### src/rtl/stawu_pkg.sv
// ---------------------------------------------------------------------------
// Strided transfer address walker package
// Widths, register indexes, request modes and shared structures.
// ---------------------------------------------------------------------------
package stawu_pkg;

   localparam int ADDR_BITS  = 48;
   localparam int CHUNK_W    = 32;
   localparam int STRIDE_W   = 32;
   localparam int COUNT_W    = 16;
   localparam int LEVEL_W    = 2;
   localparam int MAX_LEVELS = 2;
   localparam int CSR_ADDR_W = 3;
   localparam int CSR_DATA_W = 32;

   typedef enum logic [CSR_ADDR_W-1:0] {
      CSR_LEVEL_COUNT     = 3'd0,
      CSR_CHUNK_BYTES     = 3'd1,
      CSR_COUNT_LEVEL_ONE = 3'd2,
      CSR_COUNT_LEVEL_TWO = 3'd3,
      CSR_SRC_STRIDE_ONE  = 3'd4,
      CSR_SRC_STRIDE_TWO  = 3'd5,
      CSR_DST_STRIDE_ONE  = 3'd6,
      CSR_DST_STRIDE_TWO  = 3'd7
   } csr_index_type;

   typedef enum logic {
      MODE_START = 1'b0,
      MODE_NEXT  = 1'b1
   } mode_type;

   typedef struct packed {
      logic [LEVEL_W-1:0]  level_count;
      logic [CHUNK_W-1:0]  chunk_bytes;
      logic [COUNT_W-1:0]  count_level_one;
      logic [COUNT_W-1:0]  count_level_two;
      logic [STRIDE_W-1:0] src_stride_one;
      logic [STRIDE_W-1:0] src_stride_two;
      logic [STRIDE_W-1:0] dst_stride_one;
      logic [STRIDE_W-1:0] dst_stride_two;
   } cfg_type;

   typedef struct packed {
      mode_type             mode;
      logic [ADDR_BITS-1:0] src_start;
      logic [ADDR_BITS-1:0] dst_start;
   } req_item_type;

   typedef struct packed {
      logic [ADDR_BITS-1:0] chunk_src;
      logic [ADDR_BITS-1:0] chunk_dst;
      logic [CHUNK_W-1:0]   chunk_len;
      logic                 last_chunk;
      logic                 no_transfer;
   } rsp_item_type;

endpackage

### src/rtl/stawu_if.sv
// ---------------------------------------------------------------------------
// Strided transfer address walker channel interfaces
// Request and response channels with a valid/ready handshake.
// ---------------------------------------------------------------------------
interface stawu_req_if;
   logic                            valid;
   logic                            ready;
   logic                            mode;
   logic [stawu_pkg::ADDR_BITS-1:0] src_start;
   logic [stawu_pkg::ADDR_BITS-1:0] dst_start;

   modport source (output valid, output mode, output src_start, output dst_start,
                   input ready);
   modport sink   (input valid, input mode, input src_start, input dst_start,
                   output ready);
endinterface

interface stawu_rsp_if;
   logic                            valid;
   logic                            ready;
   logic [stawu_pkg::ADDR_BITS-1:0] chunk_src;
   logic [stawu_pkg::ADDR_BITS-1:0] chunk_dst;
   logic [stawu_pkg::CHUNK_W-1:0]   chunk_len;
   logic                            last_chunk;
   logic                            no_transfer;

   modport source (output valid, output chunk_src, output chunk_dst, output chunk_len,
                   output last_chunk, output no_transfer, input ready);
   modport sink   (input valid, input chunk_src, input chunk_dst, input chunk_len,
                   input last_chunk, input no_transfer, output ready);
endinterface

### src/rtl/stawu_csr.sv
// ---------------------------------------------------------------------------
// Strided transfer address walker configuration registers
// Write-only register file holding the transfer shape and strides.
// ---------------------------------------------------------------------------
module stawu_csr (
   input  logic                             clock,
   input  logic                             reset,
   input  logic                             csr_we,
   input  logic [stawu_pkg::CSR_ADDR_W-1:0] csr_addr,
   input  logic [stawu_pkg::CSR_DATA_W-1:0] csr_wdata,
   output stawu_pkg::cfg_type               cfg
);

   stawu_pkg::cfg_type cfg_ff;
   stawu_pkg::cfg_type cfg_in;

   always_comb begin
      cfg_in = cfg_ff;
      if (csr_we) begin
         case (stawu_pkg::csr_index_type'(csr_addr))
            stawu_pkg::CSR_LEVEL_COUNT: begin
               cfg_in.level_count = csr_wdata[stawu_pkg::LEVEL_W-1:0];
            end
            stawu_pkg::CSR_CHUNK_BYTES: begin
               cfg_in.chunk_bytes = csr_wdata[stawu_pkg::CHUNK_W-1:0];
            end
            stawu_pkg::CSR_COUNT_LEVEL_ONE: begin
               cfg_in.count_level_one = csr_wdata[stawu_pkg::COUNT_W-1:0];
            end
            stawu_pkg::CSR_COUNT_LEVEL_TWO: begin
               cfg_in.count_level_two = csr_wdata[stawu_pkg::COUNT_W-1:0];
            end
            stawu_pkg::CSR_SRC_STRIDE_ONE: begin
               cfg_in.src_stride_one = csr_wdata[stawu_pkg::STRIDE_W-1:0];
            end
            stawu_pkg::CSR_SRC_STRIDE_TWO: begin
               cfg_in.src_stride_two = csr_wdata[stawu_pkg::STRIDE_W-1:0];
            end
            stawu_pkg::CSR_DST_STRIDE_ONE: begin
               cfg_in.dst_stride_one = csr_wdata[stawu_pkg::STRIDE_W-1:0];
            end
            stawu_pkg::CSR_DST_STRIDE_TWO: begin
               cfg_in.dst_stride_two = csr_wdata[stawu_pkg::STRIDE_W-1:0];
            end
            default: begin
               cfg_in = cfg_ff;
            end
         endcase
      end
   end

   always_ff @(posedge clock) begin
      if (reset) begin
         cfg_ff.level_count     <= '0;
         cfg_ff.chunk_bytes     <= stawu_pkg::CHUNK_W'(1);
         cfg_ff.count_level_one <= stawu_pkg::COUNT_W'(1);
         cfg_ff.count_level_two <= stawu_pkg::COUNT_W'(1);
         cfg_ff.src_stride_one  <= '0;
         cfg_ff.src_stride_two  <= '0;
         cfg_ff.dst_stride_one  <= '0;
         cfg_ff.dst_stride_two  <= '0;
      end else begin
         cfg_ff <= cfg_in;
      end
   end

   assign cfg = cfg_ff;

endmodule

### src/rtl/stawu_in_stage.sv
// ---------------------------------------------------------------------------
// Strided transfer address walker input stage
// Registers one request beat and hands it to the walker.
// ---------------------------------------------------------------------------
module stawu_in_stage (
   input  logic                    clock,
   input  logic                    reset,
   stawu_req_if.sink               req_bus,
   input  logic                    advance,
   output logic                    item_valid,
   output stawu_pkg::req_item_type item
);

   logic                    valid_ff;
   logic                    valid_in;
   stawu_pkg::req_item_type item_ff;
   logic                    take;

   // The register empties whenever the walker consumes it, so a new beat can
   // land in the same cycle.
   assign req_bus.ready = !valid_ff || advance;
   assign take          = req_bus.valid && req_bus.ready;

   always_comb begin
      valid_in = valid_ff;
      if (req_bus.ready) begin
         valid_in = req_bus.valid;
      end
   end

   always_ff @(posedge clock) begin
      if (reset) begin
         valid_ff <= 1'b0;
      end else begin
         valid_ff <= valid_in;
      end
   end

   always_ff @(posedge clock) begin
      if (take) begin
         item_ff.mode      <= stawu_pkg::mode_type'(req_bus.mode);
         item_ff.src_start <= req_bus.src_start;
         item_ff.dst_start <= req_bus.dst_start;
      end
   end

   assign item_valid = valid_ff;
   assign item       = item_ff;

endmodule

### src/rtl/stawu_walker.sv
// ---------------------------------------------------------------------------
// Strided transfer address walker core
// Odometer state, next-chunk arithmetic and the response register.
// ---------------------------------------------------------------------------
module stawu_walker (
   input  logic                    clock,
   input  logic                    reset,
   input  stawu_pkg::cfg_type      cfg,
   input  logic                    item_valid,
   input  stawu_pkg::req_item_type item,
   output logic                    advance,
   stawu_rsp_if.source             rsp_bus
);

   localparam int AW = stawu_pkg::ADDR_BITS;
   localparam int CW = stawu_pkg::COUNT_W;
   localparam int LW = stawu_pkg::LEVEL_W;

   logic [AW-1:0] cur_src_ff, cur_src_in;
   logic [AW-1:0] cur_dst_ff, cur_dst_in;
   logic [AW-1:0] row_src_ff, row_src_in;
   logic [AW-1:0] row_dst_ff, row_dst_in;
   logic [CW-1:0] inner_left_ff, inner_left_in;
   logic [CW-1:0] outer_left_ff, outer_left_in;
   logic          busy_ff, busy_in;

   logic                    rsp_valid_ff, rsp_valid_in;
   stawu_pkg::rsp_item_type rsp_ff, rsp_in;

   logic [LW-1:0] eff_levels;
   logic [CW-1:0] c1_minus_one;
   logic [CW-1:0] c2_minus_one;
   logic [AW-1:0] row_src_next;
   logic [AW-1:0] row_dst_next;
   logic          fire;
   logic          last;

   assign advance = !rsp_valid_ff || rsp_bus.ready;
   assign fire    = item_valid && advance;

   // Level counts above the supported depth saturate; a count of zero, or
   // the count of a level that is not in use, behaves as one.
   always_comb begin
      eff_levels = cfg.level_count;
      if (cfg.level_count > LW'(stawu_pkg::MAX_LEVELS)) begin
         eff_levels = LW'(stawu_pkg::MAX_LEVELS);
      end
      c1_minus_one = '0;
      if (eff_levels >= LW'(1) && cfg.count_level_one != '0) begin
         c1_minus_one = cfg.count_level_one - CW'(1);
      end
      c2_minus_one = '0;
      if (eff_levels >= LW'(2) && cfg.count_level_two != '0) begin
         c2_minus_one = cfg.count_level_two - CW'(1);
      end
   end

   assign row_src_next = row_src_ff + AW'(cfg.src_stride_two);
   assign row_dst_next = row_dst_ff + AW'(cfg.dst_stride_two);

   always_comb begin
      cur_src_in    = cur_src_ff;
      cur_dst_in    = cur_dst_ff;
      row_src_in    = row_src_ff;
      row_dst_in    = row_dst_ff;
      inner_left_in = inner_left_ff;
      outer_left_in = outer_left_ff;
      busy_in       = busy_ff;
      rsp_in        = rsp_ff;
      rsp_valid_in  = rsp_valid_ff;
      last          = 1'b0;

      if (advance) begin
         rsp_valid_in = item_valid;
      end

      if (fire) begin
         if (item.mode == stawu_pkg::MODE_START) begin
            cur_src_in    = item.src_start;
            cur_dst_in    = item.dst_start;
            row_src_in    = item.src_start;
            row_dst_in    = item.dst_start;
            inner_left_in = c1_minus_one;
            outer_left_in = c2_minus_one;
         end else if (busy_ff) begin
            if (inner_left_ff != '0) begin
               inner_left_in = inner_left_ff - CW'(1);
               cur_src_in    = cur_src_ff + AW'(cfg.src_stride_one);
               cur_dst_in    = cur_dst_ff + AW'(cfg.dst_stride_one);
            end else begin
               // End of a row: step the row start and restart the row count.
               outer_left_in = outer_left_ff - CW'(1);
               row_src_in    = row_src_next;
               row_dst_in    = row_dst_next;
               cur_src_in    = row_src_next;
               cur_dst_in    = row_dst_next;
               inner_left_in = c1_minus_one;
            end
         end

         if (item.mode == stawu_pkg::MODE_NEXT && !busy_ff) begin
            rsp_in.chunk_src   = '0;
            rsp_in.chunk_dst   = '0;
            rsp_in.chunk_len   = '0;
            rsp_in.last_chunk  = 1'b0;
            rsp_in.no_transfer = 1'b1;
         end else begin
            last               = (inner_left_in == '0) && (outer_left_in == '0);
            busy_in            = !last;
            rsp_in.chunk_src   = cur_src_in;
            rsp_in.chunk_dst   = cur_dst_in;
            rsp_in.chunk_len   = cfg.chunk_bytes;
            rsp_in.last_chunk  = last;
            rsp_in.no_transfer = 1'b0;
         end
      end
   end

   always_ff @(posedge clock) begin
      if (reset) begin
         cur_src_ff    <= '0;
         cur_dst_ff    <= '0;
         row_src_ff    <= '0;
         row_dst_ff    <= '0;
         inner_left_ff <= '0;
         outer_left_ff <= '0;
         busy_ff       <= 1'b0;
         rsp_valid_ff  <= 1'b0;
      end else begin
         cur_src_ff    <= cur_src_in;
         cur_dst_ff    <= cur_dst_in;
         row_src_ff    <= row_src_in;
         row_dst_ff    <= row_dst_in;
         inner_left_ff <= inner_left_in;
         outer_left_ff <= outer_left_in;
         busy_ff       <= busy_in;
         rsp_valid_ff  <= rsp_valid_in;
      end
   end

   always_ff @(posedge clock) begin
      rsp_ff <= rsp_in;
   end

   assign rsp_bus.valid       = rsp_valid_ff;
   assign rsp_bus.chunk_src   = rsp_ff.chunk_src;
   assign rsp_bus.chunk_dst   = rsp_ff.chunk_dst;
   assign rsp_bus.chunk_len   = rsp_ff.chunk_len;
   assign rsp_bus.last_chunk  = rsp_ff.last_chunk;
   assign rsp_bus.no_transfer = rsp_ff.no_transfer;

endmodule

### src/rtl/strided_transfer_address_walker_unit.sv
// ---------------------------------------------------------------------------
// Strided transfer address walker
// Walks the chunk list of a transfer with up to two stride levels.
// ---------------------------------------------------------------------------
//
//   Port group   Direction  Moves per beat
//   req_bus      in         mode, src_start, dst_start
//   rsp_bus      out        chunk_src, chunk_dst, chunk_len, last_chunk, no_transfer
//   csr_*        in         one register write per cycle with csr_we high
//
// Every request beat yields exactly one response beat, registered first in the
// input register and then in the walker's response register. A new beat is taken
// every cycle while rsp_bus does not stall.
// A stall on rsp_bus backs up into req_bus through one input register.
// Reset is synchronous; no clearing pass is needed after it.
//
module strided_transfer_address_walker_unit (
   input  logic                             clock,
   input  logic                             reset,
   stawu_req_if.sink                        req_bus,
   stawu_rsp_if.source                      rsp_bus,
   input  logic                             csr_we,
   input  logic [stawu_pkg::CSR_ADDR_W-1:0] csr_addr,
   input  logic [stawu_pkg::CSR_DATA_W-1:0] csr_wdata
);

   stawu_pkg::cfg_type      cfg;
   stawu_pkg::req_item_type item;
   logic                    item_valid;
   logic                    advance;

   stawu_csr u_csr (
      .clock     (clock),
      .reset     (reset),
      .csr_we    (csr_we),
      .csr_addr  (csr_addr),
      .csr_wdata (csr_wdata),
      .cfg       (cfg)
   );

   stawu_in_stage u_in_stage (
      .clock      (clock),
      .reset      (reset),
      .req_bus    (req_bus),
      .advance    (advance),
      .item_valid (item_valid),
      .item       (item)
   );

   stawu_walker u_walker (
      .clock      (clock),
      .reset      (reset),
      .cfg        (cfg),
      .item_valid (item_valid),
      .item       (item),
      .advance    (advance),
      .rsp_bus    (rsp_bus)
   );

endmodule

### src/flat_wrapper.sv
// flat-port wrapper written by rule: the top's interface ports become plain ports
module strided_transfer_address_walker_unit_flat 
  (clock, reset, csr_we, csr_addr, csr_wdata, req_bus_valid, req_bus_mode, req_bus_src_start, req_bus_dst_start, req_bus_ready, rsp_bus_valid, rsp_bus_chunk_src, rsp_bus_chunk_dst, rsp_bus_chunk_len, rsp_bus_last_chunk, rsp_bus_no_transfer, rsp_bus_ready);
  stawu_req_if req_bus_i ();
  stawu_rsp_if rsp_bus_i ();
  input  logic clock;
  input  logic reset;
  input  logic csr_we;
  input  logic [stawu_pkg::CSR_ADDR_W-1:0] csr_addr;
  input  logic [stawu_pkg::CSR_DATA_W-1:0] csr_wdata;
  input wire logic [$bits(req_bus_i.valid)-1:0] req_bus_valid;
  input wire logic [$bits(req_bus_i.mode)-1:0] req_bus_mode;
  input wire logic [$bits(req_bus_i.src_start)-1:0] req_bus_src_start;
  input wire logic [$bits(req_bus_i.dst_start)-1:0] req_bus_dst_start;
  output wire logic [$bits(req_bus_i.ready)-1:0] req_bus_ready;
  output wire logic [$bits(rsp_bus_i.valid)-1:0] rsp_bus_valid;
  output wire logic [$bits(rsp_bus_i.chunk_src)-1:0] rsp_bus_chunk_src;
  output wire logic [$bits(rsp_bus_i.chunk_dst)-1:0] rsp_bus_chunk_dst;
  output wire logic [$bits(rsp_bus_i.chunk_len)-1:0] rsp_bus_chunk_len;
  output wire logic [$bits(rsp_bus_i.last_chunk)-1:0] rsp_bus_last_chunk;
  output wire logic [$bits(rsp_bus_i.no_transfer)-1:0] rsp_bus_no_transfer;
  input wire logic [$bits(rsp_bus_i.ready)-1:0] rsp_bus_ready;
  assign req_bus_i.valid = req_bus_valid;
  assign req_bus_i.mode = req_bus_mode;
  assign req_bus_i.src_start = req_bus_src_start;
  assign req_bus_i.dst_start = req_bus_dst_start;
  assign req_bus_ready = req_bus_i.ready;
  assign rsp_bus_valid = rsp_bus_i.valid;
  assign rsp_bus_chunk_src = rsp_bus_i.chunk_src;
  assign rsp_bus_chunk_dst = rsp_bus_i.chunk_dst;
  assign rsp_bus_chunk_len = rsp_bus_i.chunk_len;
  assign rsp_bus_last_chunk = rsp_bus_i.last_chunk;
  assign rsp_bus_no_transfer = rsp_bus_i.no_transfer;
  assign rsp_bus_i.ready = rsp_bus_ready;
  strided_transfer_address_walker_unit u_core (.clock(clock), .reset(reset), .req_bus(req_bus_i), .rsp_bus(rsp_bus_i), .csr_we(csr_we), .csr_addr(csr_addr), .csr_wdata(csr_wdata));
endmodule
### config.mk
export PLATFORM = sky130hd
export DESIGN_NAME = strided_transfer_address_walker_unit_flat
export DESIGN_NICKNAME = d
export VERILOG_FILES = /design/src/rtl/stawu_pkg.sv /design/src/rtl/stawu_if.sv /design/src/rtl/stawu_csr.sv /design/src/rtl/stawu_in_stage.sv /design/src/rtl/stawu_walker.sv /design/src/rtl/strided_transfer_address_walker_unit.sv /design/src/flat_wrapper.sv
export SDC_FILE = /design/constraint.sdc
export NUM_CORES = 2
export LEC_CHECK = 0
export ABC_AREA = 1
export CAP_MARGIN = 20
export CORE_UTILIZATION = 34
export CTS_CLUSTER_DIAMETER = 150
export DETAILED_ROUTE_END_ITERATION = 16
export DONT_BUFFER_PORTS = 1
export PLACE_DENSITY_LB_ADDON = 0.08
export SYNTH_ARGS = -nofsm -noshare
export SYNTH_HDL_FRONTEND = slang
export SYNTH_SLANG_ARGS = --single-unit
### constraint.sdc
create_clock -name clock -period 9.8 [get_ports clock]
set_clock_uncertainty 0.2 [all_clocks]
set_input_delay 0.49 -clock clock [delete_from_list [all_inputs] [get_ports clock]]
set_output_delay 0.49 -clock clock [all_outputs]
set_load 0.05 [all_outputs]
After elaboration in Yosys (flattened, before gate mapping)

Cells that the tools add are included.
W data, S select, Z words.

Add/subtract/negate cells: 8
Order comparisons: 3
Equal/unequal tests: 9
Multiplexer cells: 24
Bitwise logic cells: 1
Reductions and logical operators: 28

Operators by type and width:

| kind                    | number |
|---|---|
| $mux W48                | 12 |
| $add A48 B32 Y48        | 4 |
| $mux W16                | 10 |
| $sub A16 B1 Y16 const B | 4 |
| $reduce_bool A16 Y1     | 3 |
| $logic_not A16 Y1       | 2 |
| $reduce_and A2 Y1       | 9 |
| $eq A3 B3 Y1 const B    | 4 |
| $eq A3 B2 Y1 const B    | 2 |
| $logic_and A1 B1 Y1     | 6 |
| $logic_not A1 Y1        | 4 |
| $ne A2 B2 Y1 const B    | 2 |
| $eq A3 B1 Y1 const B    | 1 |
| $logic_not A3 Y1        | 1 |
| $reduce_and A3 Y1       | 1 |
| $ge A2 B1 Y1 const B    | 1 |
| $ge A2 B2 Y1 const B    | 1 |
| $gt A2 B2 Y1 const B    | 1 |
| $logic_or A1 B1 Y1      | 2 |
| $mux W2                 | 1 |
| $mux W1                 | 1 |
| $not A1 Y1              | 1 |

Register bits: 648
Bits of input ports: 137
Output and inout bits: 132
Logic and storage cells: 98

Logic depth before layout (Yosys ltp)

Word-level depth: 12
Depth in mapped cells: 21
Mapped depth without buffers: 21

By module

From an unflattened synthesis, not the netlist that was laid out.

Cell total of the unflattened synthesis: 6038
Area total of the unflattened synthesis: 40122.2 um^2

By module, submodules not included:

| module         | times used | cells an instance | area each (um^2) |
|---|---|---|---|
| stawu_walker   | 1          | 4836              | 29610.9 |
| stawu_csr      | 1          | 1099              | 7551.0 |
| stawu_in_stage | 1          | 103               | 2960.3 |

Worst setup path before layout

No wires, ideal clock.

Path kind: flip-flop to flip-flop
Start: register u_core.u_walker.rsp_valid_ff (netlist: u_core.u_walker.rsp_bus.valid)
End: register u_core.u_walker.rsp_ff, in the netlist u_core.u_walker.rsp_bus.chunk_dst[0] (enable)
Arrival: 4.849 ns
Required time: 9.056 ns
Path slack: 4.207 ns
Cell stages (with the launch flop): 6
Buffers on the path: 2
Path through: dfxtp_1 nand2_1 nand2_1 inv_1 clkbuf_1 buf_1

Longest elaborated chain between the ends: 3

RTL lines:

| element                  | RTL line            | source |
|---|---|---|
| start, declared          | stawu_walker.sv:27  | `logic rsp_valid_ff, rsp_valid_in;` |
| start signal, assigned   | stawu_walker.sv:137 | `rsp_valid_ff <= rsp_valid_in;` |
| $logic_not A1 Y1         | stawu_walker.sv:38  | `assign advance = !rsp_valid_ff \|\| rsp_bus.ready;` |
| $logic_or A1 B1 Y1       | stawu_walker.sv:38  |  |
| $logic_and A1 B1 Y1      | stawu_walker.sv:39  | `assign fire = item_valid && advance;` |
| net u_core.u_walker.fire | stawu_walker.sv:35  | `logic fire;` |
| end signal, assigned     | stawu_walker.sv:142 | `rsp_ff <= rsp_in;` |
| end, declared            | stawu_walker.sv:28  | `stawu_pkg::rsp_item_type rsp_ff, rsp_in;` |

The timed path passes the listed nets, and every way through them passes these cells.
A chain may end at the register's enable or synchronous reset.

Final worst setup path

Start: register u_core.u_walker.busy_ff
End: register u_core.u_walker.row_dst_ff[8]

Longest elaborated chain between the ends: 2

RTL lines:

| element                     | RTL line            | source |
|---|---|---|
| start, declared             | stawu_walker.sv:25  | `logic busy_ff, busy_in;` |
| start signal, assigned      | stawu_walker.sv:136 | `busy_ff <= busy_in;` |
| $ne A2 B2 Y1 (no line)      | --                  |  |
| $reduce_and A3 Y1 (no line) | --                  |  |
| end signal, assigned        | stawu_walker.sv:133 | `row_dst_ff <= row_dst_in;` |
| end, declared               | stawu_walker.sv:22  | `logic [AW-1:0] row_dst_ff, row_dst_in;` |

No other way between the ends.

==> Flow_metrics.wiki <==
{| class="wikitable"
! Metric !! Value
|-
| DIE HEIGHT || 341 um
|-
| Overall global routing resource usage || 28.5%
|-
| Most frequent cells after synthesis || sky130_fd_sc_hd__nand2_1 (1415), sky130_fd_sc_hd__nor2_1 (816), sky130_fd_sc_hd__inv_1 (710)
|-
| CTS sink cnt || 648
|-
| Final period util || 44.0%
|-
| Number of pins with negative max-slew slack in the final report || 0
|-
| Top achievable clock speed || 232 MHz
|-
| Layout net count || 6063
|-
| Synthesis-stage register bit count || 648
|-
| Total die area || 116000 um2
|-
| Share of final-layout standard cells stronger than drive strength 1 || 3.93%
|-
| Top cell type's share of synthesized area || 21.6%
|-
| Crit path kind || reg -> reg
|-
| Count of flip-flops with a built-in enable after synthesis || 227
|-
| Standard-cell rows || 123
|-
| Count of vias placed by the detailed router || 38.9k
|-
| Total setup buffers inserted after CTS || 0
|-
| First DRT Iteration DRCs || 3543
|-
| Layout overhead on the synthesized area || 14.2%
|-
| Number of instances resized during post-cts repair || 0
|-
| Final GP Congestion || 0.979
|-
| Fin crit period || 4.31 ns
|-
| Post-Layout Cell Count || 7361
|-
| Pre-CTS worst setup slack || 5.57 ns
|-
| Stages on worst setup path || 10
|-
| Number of nets still failing antenna checks after routing || 0
|-
| DRC Markers || 0
|-
| Worst stage delay on the critical path || 0.83 ns
|-
| Clock transition time at the flip-flop clock pins of the worst setup and hold paths || 0.06 ns
|-
| Number of antenna violations at the first check in global routing || 17
|-
| Number of setup violations in the final report || 0
|-
| Final worst slack || 5.49 ns
|-
| Fill cell instance count of the final layout || 12.1k
|-
| Maximum fanout encountered on the critical timing path || 90
|-
| Pwr/cell area || 165 nW/um2
|-
| Slowest cell on crit path || sky130_fd_sc_hd__buf_4
|-
| Status || finished clean
|-
| Average wire length per cell after detail routing || 23.0 um
|-
| Leading cell type by number of instances after synthesis || sky130_fd_sc_hd__nand2_1
|-
| Area leader, netlist || sky130_fd_sc_hd__dfxtp_1
|-
| TritonCTS clock tree || done
|-
| Post-synthesis instance area || 39000 um2
|-
| Sort of element at the start of the critical path || register
|-
| Via-per-instance ratio || 5.29
|-
| Initial cell density of the core || 34.5%
|-
| X dimension of the die || 341 um
|-
| Total chip power || 0.00734 W
|-
| Worst slew slack as a fraction of its limit || 22.5%
|-
| Placed wire-length estimate || 123 mm
|-
| Required time worst endpoint || 10.16 ns
|-
| Number of port buffers || 0
|-
| Deepest level of the CTS H-tree || 3
|-
| Detailed Routing Iterations Pass 1 || 6
|-
| Setup repair after global routing missed its margin || false
|-
| Post-Route WL || 169 mm
|-
| Via count of the first global-routing pass || 37.1k
|-
| Leftover overflow at the end of global routing || 0
|-
| Transition at the pin with the smallest max-transition slack || 1.16 ns
|-
| Top cells by area, synth || sky130_fd_sc_hd__dfxtp_1 (22%), sky130_fd_sc_hd__edfxtp_1 (17%), sky130_fd_sc_hd__nand2_1 (14%)
|-
| Cts bufs inserted || 81
|-
| Core area || 113000 um2
|-
| Most common flop cell mapped by yosys || sky130_fd_sc_hd__dfxtp_1
|-
| Number of library cell types mapped by synthesis || 53
|-
| Top Family by Delay on Critical Path || buffers and inverters
|-
| R2r worst-path depth || 10
|-
| Reported max-cap violation count || 0
|-
| Fin. Hold Viols || 0
|-
| Fraction of registers with async set/reset || 0%
|-
| Cell count after synthesis || 5751
|-
| Yosys warning total || 0
|-
| Clock latency on the worst-skew pair || 0.69 ns
|-
| Buffer depth of the longest clock path || 3
|-
| Library cell appearing most often on the critical path || sky130_fd_sc_hd__buf_4
|-
| Static leakage || 19.7 nW
|-
| Class of the most critical hold timing path || in -> reg
|-
| Synthesized netlist net count || 6025
|-
| First-pass GRT wire length || 246 mm
|-
| Root cell of the clock tree || sky130_fd_sc_hd__clkbuf_16
|-
| Cell total after placement || 7071
|-
| Mean cell area of the mapped netlist || 6.78 um2
|-
| I/O Pins || 269
|-
| Worst Path Arrival || 4.67 ns
|-
| VDD IR max || 0.126 mV
|-
| Count of buffer and inverter cells on the critical path || 5
|-
| Largest net degree at the start of global routing || 162
|-
| Total negative slack || 0 ns
|-
| Min-Delay Path Depth || 6
|-
| Crit path cell chain || buf_4 -> nor2_4 -> inv_1 -> nand2_4 -> nor2_4 -> buf_4 -> buf_4 -> o211ai_1 -> o211ai_1 -> inv_1
|-
| CP Capture Type || register
|-
| Sequential area share after synthesis || 39.1%
|}
-- per-layer routing --
metal / track usage, % / share of wire, %
met2: 47.6 / 46
met4: 8.96 / 3.2
met3: 4.13 / 6.2
met1: 37.8 / 44
met5: 0 / 0.043
-- cell families after synthesis --
family	share of synthesized area, %
simple gates	29.7
compound gates	15.2
buf+inv	9.18
flops	39.1
fa+ha+maj	4.47
xor+xnor	2.29
-- what timing repair did --
action | CTS | global route
hold buffers | 135 | 0
setup endpoints to repair | 0 | 0
endpoints found under the hold margin | 402 | 0
-- layout make-up --
type                       count  area, um2  area share, %
clock inverter                49        632           1.42
sequential                   648      15200           34.2
tap                         1500       1880           4.21
clock buffer                 103       2190           4.92
timing repair buffer         165       1620           3.64
inverter                     725       2740           6.16
multi-input combinational   4168      20200           45.4
antenna                        3       7.51         0.0169
-- through the flow --
stage / util, % / hold slack (ns) / area [um2]
floorplan: - / 0.230 / 39000
global placement: 35.7 / 0.240 / 40300
detailed placement: 35.7 / 0.247 / 40300
CTS: 39.4 / 0.0189 / 44500
global route: 39.4 / 0.116 / 44500
finish: 39.4 / 0.0653 / 44500
-- state kept, by name, summed over array words and instances (netlist names) --
signal and cells:
u_core.u_csr.cfg 194, u_core.u_in_stage.item 97, u_core.u_in_stage.item_valid 1, u_core.u_walker.busy_ff 1, u_core.u_walker.cur_dst_ff 48, u_core.u_walker.cur_src_ff 48
u_core.u_walker.inner_left_ff 16, u_core.u_walker.outer_left_ff 16, u_core.u_walker.row_dst_ff 48, u_core.u_walker.row_src_ff 48, u_core.u_walker.rsp_bus.chunk_dst 48, u_core.u_walker.rsp_bus.chunk_len 32
u_core.u_walker.rsp_bus.chunk_src 48, u_core.u_walker.rsp_bus.last_chunk 1, u_core.u_walker.rsp_bus.no_transfer 1, u_core.u_walker.rsp_bus.valid 1
-- tightest hold or removal path, cell delays in order --
cell and delay, ns:
sky130_fd_sc_hd__nor2_1 0.02, sky130_fd_sc_hd__inv_1 0.11, sky130_fd_sc_hd__nor2_1 0.08, sky130_fd_sc_hd__inv_1 0.07, sky130_fd_sc_hd__nor2_1 0.04, sky130_fd_sc_hd__nor2_1 0.08
-- placed cells by master (no fill, tap or decap), drive strengths merged, types with 9 or more instances in the layout --
master | Yosys | final
a21o | 12 | 12
a21oi | 431 | 431
a31oi | 77 | 77
buf | 70 | 31
bufinv | 0 | 13
clkbuf | 140 | 103
clkinv | 4 | 29
dfxtp | 421 | 421
dlygate4sd3 | 0 | 134
edfxtp | 227 | 227
ha | 133 | 133
inv | 721 | 727
nand2 | 1426 | 1426
nand3 | 410 | 410
nand3b | 13 | 13
nand4 | 57 | 57
nor2 | 830 | 830
nor3 | 57 | 57
nor4 | 10 | 10
o211ai | 46 | 46
o21ai | 492 | 492
o21bai | 9 | 9
o221ai | 17 | 17
or2 | 12 | 12
xnor2 | 28 | 28
xor2 | 74 | 74
-- final timing paths --
kind	from	endpoint	slack, ns
worst max-delay path	u_core.u_walker.busy_ff	u_core.u_walker.row_dst_ff[8]	5.49
worst min-delay path	csr_addr[2]	u_core.u_csr.cfg[193]	0.07
worst max register to register	u_core.u_walker.busy_ff	u_core.u_walker.row_dst_ff[8]	5.49
worst min register to register	u_core.u_csr.cfg[176]	u_core.u_csr.cfg[176]	0.25
-- report_power, final --
part           switching [W]  internal [W]  total [W]  leakage, nW
sequential          0.000211       0.00293    0.00314         5.64
combinational       0.000652      0.000267   0.000920         12.7
clock                0.00133       0.00194    0.00327         1.38
Power figures use the tool's default switching activity.
